`src/rtl/core/mpd_pkg.sv`:
```
`timescale 1ns / 1ps
// Morse press decoder package: sequencer states, codes, symbol weights and
// the letter hash table. No dependencies.
package mpd_pkg;

  localparam int DUR_W       = 26;
  localparam int HASH_W      = 16;
  localparam int CNT_W       = 3;
  localparam int CODE_W      = 7;
  localparam int COEF_W      = 9;
  localparam int WEIGHT_W    = 7;
  localparam int MAX_SYMBOLS = 6;
  localparam int NUM_CHARS   = 36;

  localparam logic [DUR_W-1:0] DAH_THR_RESET = 26'd500000;
  localparam logic [DUR_W-1:0] FIN_THR_RESET = 26'd1500000;

  localparam logic [WEIGHT_W-1:0] DAH_WEIGHT = 7'd97;
  localparam logic [WEIGHT_W-1:0] DIT_WEIGHT = 7'd105;

  localparam logic [CODE_W-1:0] CHAR_UNKNOWN = 7'd126;
  localparam logic [CODE_W-1:0] CHAR_SPACE   = 7'd32;
  localparam logic [CODE_W-1:0] CHAR_END     = 7'd0;

  // Button kind carried on in_tuser
  localparam logic REQ_SIGNAL  = 1'b0;
  localparam logic REQ_CONTROL = 1'b1;

  // Configuration register indexes
  localparam logic CFG_DAH_IDX = 1'b0;
  localparam logic CFG_FIN_IDX = 1'b1;

  typedef enum logic [2:0] {
    ST_IDLE,
    ST_CMP_FIN,
    ST_CMP_DAH,
    ST_MUL,
    ST_ACC,
    ST_EMIT
  } mpd_state_t;

  localparam logic [HASH_W-1:0] CODE_HASH [NUM_CHARS] = '{
    16'd2150,  16'd18884, 16'd18452, 16'd7964,  16'd210,   16'd18468,
    16'd7804,  16'd18900, 16'd2310,  16'd17476, 16'd7532,  16'd18740,
    16'd2134,  16'd2294,  16'd7372,  16'd18308, 16'd17892, 16'd7820,
    16'd7980,  16'd194,   16'd7548,  16'd18068, 16'd7388,  16'd18052,
    16'd17620, 16'd18724,
    16'd33950, 16'd33966, 16'd34126, 16'd34558, 16'd35390, 16'd36750,
    16'd36734, 16'd36574, 16'd36142, 16'd35310
  };

  localparam logic [CODE_W-1:0] CODE_CHAR [NUM_CHARS] = '{
    7'h41, 7'h42, 7'h43, 7'h44, 7'h45, 7'h46, 7'h47, 7'h48, 7'h49,
    7'h4A, 7'h4B, 7'h4C, 7'h4D, 7'h4E, 7'h4F, 7'h50, 7'h51, 7'h52,
    7'h53, 7'h54, 7'h55, 7'h56, 7'h57, 7'h58, 7'h59, 7'h5A,
    7'h30, 7'h31, 7'h32, 7'h33, 7'h34, 7'h35, 7'h36, 7'h37, 7'h38, 7'h39
  };

  // Position factor (1 + 4k) * (2 + 2k) for symbol number k
  function automatic logic [COEF_W-1:0] symbol_coef(input logic [CNT_W-1:0] k);
    logic [COEF_W-1:0] c;
    case (k)
      3'd0:    c = 9'd2;
      3'd1:    c = 9'd20;
      3'd2:    c = 9'd54;
      3'd3:    c = 9'd104;
      3'd4:    c = 9'd170;
      3'd5:    c = 9'd252;
      3'd6:    c = 9'd350;
      default: c = 9'd0;
    endcase
    return c;
  endfunction

  // Match the hash against every table entry; unknown when none hits
  function automatic logic [CODE_W-1:0] lookup_char(input logic [HASH_W-1:0] h);
    logic [CODE_W-1:0] ch;
    ch = CHAR_UNKNOWN;
    for (int i = NUM_CHARS - 1; i >= 0; i--) begin
      if (CODE_HASH[i] == h) begin
        ch = CODE_CHAR[i];
      end
    end
    return ch;
  endfunction

endpackage

```
`src/rtl/core/morse_press_decoder_unit.sv`:
```
`timescale 1ns / 1ps
// Morse press decoder top level: a small sequencer around one shared
// threshold comparator, one narrow multiplier and the hash accumulator.
// Depends on mpd_pkg.
//
// Rate: one press at a time. A signal press holds in_tready low through its
// compare, multiply and accumulate steps; past the symbol limit it is dropped
// and in_tready stays high. A control press shows its first result after the
// finish and dah compares, or after the finish compare alone when it ends the
// message; a space follows once the letter is taken if the press exceeded the
// dah threshold. The single threshold comparator runs once per compare step.
// in_tready returns the cycle after the last result is taken.
// Reset (synchronous, rst_n low): thresholds to 500000 and 1500000, letter
// state cleared, finished flag cleared, no result pending.
module morse_press_decoder_unit (
  input  logic                      clk,
  input  logic                      rst_n,
  // Input stream
  input  logic                      in_tvalid,
  output logic                      in_tready,
  input  logic [31:0]               in_tdata,   // [25:0] press_duration
  input  logic                      in_tuser,   // [0] req_type
  // Result stream
  output logic                      out_tvalid,
  input  logic                      out_tready,
  output logic [7:0]                out_tdata,  // [6:0] char_code
  output logic                      out_tlast,  // last
  // Configuration write port
  input  logic                      cfg_we,
  input  logic                      cfg_addr,
  input  logic [mpd_pkg::DUR_W-1:0] cfg_wdata
);
  import mpd_pkg::*;

  mpd_state_t          state_r, state_nxt;
  logic [DUR_W-1:0]    dah_thr_r;
  logic [DUR_W-1:0]    fin_thr_r;
  logic [DUR_W-1:0]    dur_r, dur_nxt;
  logic                kind_r, kind_nxt;
  logic [HASH_W-1:0]   hash_r, hash_nxt;
  logic [CNT_W-1:0]    cnt_r, cnt_nxt;
  logic                finished_r, finished_nxt;
  logic [WEIGHT_W-1:0] weight_r, weight_nxt;
  logic [HASH_W-1:0]   prod_r, prod_nxt;
  logic [CODE_W-1:0]   code_r, code_nxt;
  logic                last_r, last_nxt;
  logic                space_pend_r, space_pend_nxt;

  logic                in_xfer;
  logic                out_xfer;
  logic [DUR_W-1:0]    cmp_thr;
  logic                cmp_gt;
  logic                cnt_full;

  assign in_tready  = (state_r == ST_IDLE);
  assign out_tvalid = (state_r == ST_EMIT);
  assign out_tdata  = {1'b0, code_r};
  assign out_tlast  = last_r;

  assign in_xfer  = in_tvalid & in_tready;
  assign out_xfer = out_tvalid & out_tready;
  assign cnt_full = (cnt_r >= CNT_W'(MAX_SYMBOLS));

  // Shared comparator: finish threshold in its own step, dah otherwise
  assign cmp_thr = (state_r == ST_CMP_FIN) ? fin_thr_r : dah_thr_r;
  assign cmp_gt  = (dur_r > cmp_thr);

  // Configuration registers
  always_ff @(posedge clk) begin
    if (!rst_n) begin
      dah_thr_r <= DAH_THR_RESET;
      fin_thr_r <= FIN_THR_RESET;
    end else if (cfg_we) begin
      case (cfg_addr)
        CFG_DAH_IDX: dah_thr_r <= cfg_wdata;
        CFG_FIN_IDX: fin_thr_r <= cfg_wdata;
        default:     dah_thr_r <= dah_thr_r;
      endcase
    end
  end

  // Control state
  always_ff @(posedge clk) begin
    if (!rst_n) begin
      state_r      <= ST_IDLE;
      hash_r       <= '0;
      cnt_r        <= '0;
      finished_r   <= 1'b0;
      space_pend_r <= 1'b0;
    end else begin
      state_r      <= state_nxt;
      hash_r       <= hash_nxt;
      cnt_r        <= cnt_nxt;
      finished_r   <= finished_nxt;
      space_pend_r <= space_pend_nxt;
    end
  end

  // Payload registers
  always_ff @(posedge clk) begin
    dur_r    <= dur_nxt;
    kind_r   <= kind_nxt;
    weight_r <= weight_nxt;
    prod_r   <= prod_nxt;
    code_r   <= code_nxt;
    last_r   <= last_nxt;
  end

  always_comb begin
    state_nxt      = state_r;
    dur_nxt        = dur_r;
    kind_nxt       = kind_r;
    hash_nxt       = hash_r;
    cnt_nxt        = cnt_r;
    finished_nxt   = finished_r;
    weight_nxt     = weight_r;
    prod_nxt       = prod_r;
    code_nxt       = code_r;
    last_nxt       = last_r;
    space_pend_nxt = space_pend_r;

    case (state_r)
      ST_IDLE: begin
        if (in_xfer) begin
          dur_nxt  = in_tdata[DUR_W-1:0];
          kind_nxt = in_tuser;
          // Drop everything once the message has ended; a signal press past
          // the symbol limit changes nothing either
          if (!finished_r) begin
            if (in_tuser == REQ_CONTROL) begin
              state_nxt = ST_CMP_FIN;
            end else if (!cnt_full) begin
              state_nxt = ST_CMP_DAH;
            end
          end
        end
      end

      ST_CMP_FIN: begin
        if (cmp_gt) begin
          // End of message: pending letter is dropped
          code_nxt     = CHAR_END;
          last_nxt     = 1'b1;
          finished_nxt = 1'b1;
          state_nxt    = ST_EMIT;
        end else begin
          state_nxt = ST_CMP_DAH;
        end
      end

      ST_CMP_DAH: begin
        if (kind_r == REQ_SIGNAL) begin
          weight_nxt = cmp_gt ? DAH_WEIGHT : DIT_WEIGHT;
          state_nxt  = ST_MUL;
        end else begin
          code_nxt       = cnt_full ? CHAR_UNKNOWN : lookup_char(hash_r);
          last_nxt       = !cmp_gt;
          space_pend_nxt = cmp_gt;
          hash_nxt       = '0;
          cnt_nxt        = '0;
          state_nxt      = ST_EMIT;
        end
      end

      ST_MUL: begin
        prod_nxt  = HASH_W'(weight_r) * HASH_W'(symbol_coef(cnt_r));
        state_nxt = ST_ACC;
      end

      ST_ACC: begin
        hash_nxt  = hash_r + prod_r;
        cnt_nxt   = cnt_r + 1'b1;
        state_nxt = ST_IDLE;
      end

      ST_EMIT: begin
        if (out_xfer) begin
          if (space_pend_r) begin
            // Follow the letter with a space, which closes the transaction run
            code_nxt       = CHAR_SPACE;
            last_nxt       = 1'b1;
            space_pend_nxt = 1'b0;
          end else begin
            state_nxt = ST_IDLE;
          end
        end
      end

      default: begin
        state_nxt = ST_IDLE;
      end
    endcase
  end

endmodule
```
`config.mk`:
```
export PLATFORM = sky130hd
export DESIGN_NAME = morse_press_decoder_unit
export DESIGN_NICKNAME = d
export VERILOG_FILES = /design/src/rtl/core/mpd_pkg.sv /design/src/rtl/core/morse_press_decoder_unit.sv
export SDC_FILE = /design/constraint.sdc
export NUM_CORES = 1
export LEC_CHECK = 0
export BUFFER_PORTS_ARGS = -buffer_cell sky130_fd_sc_hd__buf_4
export CORE_MARGIN = 3
export CORE_UTILIZATION = 45
export DETAILED_ROUTE_END_ITERATION = 16
export PLACE_DENSITY_LB_ADDON = 0.05
export SLEW_MARGIN = 15
export SYNTH_ARGS = -nofsm -noshare
export SYNTH_HDL_FRONTEND = slang
export SYNTH_SLANG_ARGS = --single-unit
export TNS_END_PERCENT = 100
```
`constraint.sdc`:
```
create_clock -name clk -period 7.2 [get_ports clk]
set_input_delay 0.36 -clock clk [delete_from_list [all_inputs] [get_ports clk]]
set_output_delay 0.36 -clock clk [all_outputs]
set_load 0.01 [all_outputs]
```
==> summary.md <==
| Metric | Value |
|---|---|
| Status | finished, final reports clean |
| CTS root buf | clkbuf_16 |
| Final setup viols | 0 |
| Post-synthesis async set-or-reset flop share | 0% |
| Yosys top cell by area | edfxtp_1 |
| Top cells by area, synth | edfxtp_1, dfxtp_1, ha_1, nand2_1, a21boi_0 |
| Initial antenna violation count | 0 |
| Die Ht | 138.4 microns |
| Post-Synth XOR/XNOR Area | 2.221% |
| Drt total wl | 19820 microns |
| WL/cell | 17.31 microns |
| Reg-to-reg endpoint | prod_r[14]$_DFFE_PP_ |
| CP delay by family, top | adder cells |
| Sw power | 0.0008969 W |
| Leak | 3.888 nW |
| Pre-antenna DRT Iters | 5 |
| Antenna cells | 0 |
| Crit path arrival time | 5050 ps |
| Area Growth Syn to Fin | 16.52% |
| CTS resizes | 0 |
| Max Clk Rate | 204.3 MHz |
| Main combinational cell family by area after synthesis | simple AND/OR/NAND/NOR gates |
| Slew HR | 25.61% |
| Synth top cells by count | nand2_1, ha_1, dfxtp_1, edfxtp_1, a21oi_1 |
| Core Region | 0.01688 sq mm |
| DP HPWL | 14270 microns |
| Clock power share | 33.7% |
| Mapped Area | 0.007886 sq mm |
| Mux contribution to synthesized area | 3.443% |
| Max cap viols | 0 |
| PD cells | 291.6 mW/mm^2 |
| Clock latency on the worst-skew pair | 420 ps |
| Flop pwr share | 37.0% |
| Critical Path Source Type | flip-flop |
| Critical Path RT | 7350 ps |
| Ys Warns | 0 |
| CTS max path bufs | 2 |
| Period utilization | 67.98% |
| Chip Width | 138.4 microns |
| DR vias/cell | 5.705 |
| Avg Cell Area, Syn | 9.159 sq um |
| Final Cell Area | 0.009189 sq mm |
| Worst R2R Setup Slack | 2310 ps |
| Largest net degree at the start of global routing | 76 |
| Final hold vios | 0 |
| Sum of negative setup slack | 0 ps |
| Clock sinks | 126 |
| Vias in the first global route | 6453 |
| Rows | 47 |
| Antenna viol nets, final | 0 |
| CTS Hold Buffers Added | 0 |
| Number of synthesized register bits | 126 |
| Complex-gate fraction of the synthesized area | 15.91% |
| Reg2Reg Depth | 18 |
| Synth cell types | 68 |
| Ys flop type | dfxtp_1 |
| Die footprint | 0.01915 sq mm |
| Simple-gate share of the synthesized area | 21.15% |
| Crit path max fanout | 7 |
| Slowest stage cell, crit path | fa_1 |
| Drc violations | 0 |
| Reg clk slew, reported paths | 60 ps |
| Vias | 6532 |
| Number of synthesized flops with an enable pin | 51 |
| RSZ-0062 raised after global routing | false |
| Crit path depth | 18 |
| CP Capture Point | prod_r[14]$_DFFE_PP_ |
| Post-synthesis sequential area ratio | 38.46% |
| Setup CP Type | reg -> reg |
| Final #Nets | 1069 |
| CTS tree | built |
| Placer Congestion | 0.8539 |
| Cells after synthesis | 861 |
| Tightest Pin Transition | 1113 ps |
| Critical path launch point | cnt_r[1]$_SDFFE_PN0P_ |
| Max-slew violation count | 0 |
| Period minus WS final | 4895 ps |
| Initial DRC count | 534 |
| CTS Buf Count | 17 |
| Synth top area share | 19.42% |
| Port buffer count | 68 |
| Combinational power share | 29.3% |
| Post-CTS Setup Bufs | 0 |
| Crit path buffers/inverters | 4 |
| Filler cells | 1547 |
| HP Class | in -> reg |
| Worst vdd ir | 205.2 uV |
| GRT overflow | 0 |
| IO Count | 76 |
| DP Area | 0.008543 sq mm |
| First-pass GRT wire length | 32520 microns |
| CP endpoint kind | flip-flop |
| Total Routing Usage GR | 20.76% |
| Skew final | 10.27 ps |
| Adder-Cell Fraction of Synth Area | 15.17% |
| Top-count cell post-synth | nand2_1 |
| Share of cells above drive strength 1 | 12.65% |
| H-tree depth | 4 |
| Syn Nets | 1018 |
| RR Startpoint | cnt_r[1]$_SDFFE_PN0P_ |
| Internal power | 0.001782 W |
| CP max stage delay | 520 ps |
| Worst-path cell chain | inv_1 -> ha_1 -> or3_1 -> a21oi_1 -> ha_1 -> inv_1 -> fa_1 -> inv_1 -> ha_1 -> fa_1 -> ha_1 -> inv_1 -> o21bai_1 -> a21oi_1 -> o21bai_1 -> a21oi_1 -> nor4bb_1 -> or3_1 |
| Initial core utilization | 46.73% |
| Switching part of the total | 33.48% |
area by class of cell:
type                    instances  area, sq um  share of cell area, %
repair buffers                 72        540.5                  5.882
multi-input cells             663         4576                  49.80
well taps                     220        275.3                  2.996
inverters                      32        120.1                  1.307
flip-flops and latches        126         3033                  33.01
clock inverters                 9        80.08                 0.8715
clock buffers                  23        564.3                  6.141
cells by family after synthesis:
logic type	count (synthesis)
xor gates and xnor gates	20
adders and majority gates	92
DFF	126
other	1
and+or+nand+nor	337
muxes	27
AOI/OAI and AO/OA	186
buffers and inverters	72
worst reg2reg max path: stages, from the launching register on:
cell and delay [ps]:
dfxtp_1 450, inv_1 100, ha_1 240, or3_1 380, a21oi_1 260, ha_1 180
inv_1 60, fa_1 530, inv_1 40, ha_1 310, fa_1 470, ha_1 350
inv_1 70, o21bai_1 70, a21oi_1 250, o21bai_1 90, a21oi_1 300, nor4bb_1 100
or3_1 410
power by group through the flow:
stage / logic, W / registers, W / clock network, W
after floorplan: 0.000575 / 0.000961 / 0
after global placement: 0.000770 / 0.000999 / 0
after detailed placement: 0.000788 / 0.00100 / 0
after CTS: 0.000790 / 0.000990 / 0.000922
after global routing: 0.000885 / 0.00101 / 0.000949
final: 0.000786 / 0.000991 / 0.000902
per-stage QoR:
stage | worst slack [ps] | hold slack, ps | instances | total power, W | utilization, %
global placement | 2449 | 444.1 | 1113 | 0.001769 | 50.62
finish | 2305 | 108.4 | 1145 | 0.002679 | 54.44
global route | 1956 | 94.75 | 1145 | 0.002840 | 54.44
CTS | 2285 | 88.56 | 1145 | 0.002702 | 54.44
floorplan | 2774 | 434.5 | 861 | 0.001536 | -
detailed placement | 2299 | 447.5 | 1113 | 0.001792 | 50.62
sequential cells by signal, summed over array words and instances, names as in the netlist, 3 cells and up:
signal / cells
cnt_r: 3
code_r: 7
dah_thr_r: 26
dur_r: 26
fin_thr_r: 26
hash_r: 15
prod_r: 15
state_r: 3
worst min path at each step:
stage                                from                         end  slack [ps]  depth (start not counted)
5_1_grt                      in_tdata[22]         dur_r[22]$_DFFE_PP_          90                          1
4_1_cts                      in_tdata[24]         dur_r[24]$_DFFE_PP_          90                          1
2_1_floorplan  fin_thr_r[25]$_SDFFE_PN0P_  fin_thr_r[25]$_SDFFE_PN0P_         430                          2
6_report                     in_tdata[10]         dur_r[10]$_DFFE_PP_         110                          1
3_5_place_dp   fin_thr_r[25]$_SDFFE_PN0P_  fin_thr_r[25]$_SDFFE_PN0P_         450                          2
3_3_place_gp   dah_thr_r[25]$_SDFFE_PN0P_  dah_thr_r[25]$_SDFFE_PN0P_         440                          2
routing by layer:
layer	wire length [microns]	GRT usage [%]	vias up
met2	9050	33.27	193
met4	316	6.136	0
met1	9386	28.65	3095
li1	-	-	3216
met5	0	0	-
met3	1068	4.006	28
layout by cell type (no fill, tap or decap), types with 12 or more instances in the layout:
master,synthesis,routed
a21boi_0,37,37
a21o_1,16,16
a21oi_1,45,45
and2_1,15,14
buf_4,1,72
clkbuf_16,0,22
dfxtp_1,75,75
edfxtp_1,51,51
ha_1,86,86
inv_1,32,32
mux2i_1,26,26
nand2_1,144,144
nand3_1,43,43
nand4_1,12,12
nor2_1,35,35
nor2b_1,20,18
o21ai_0,19,19
xnor2_1,15,15
(Power assumes the default switching activity.)
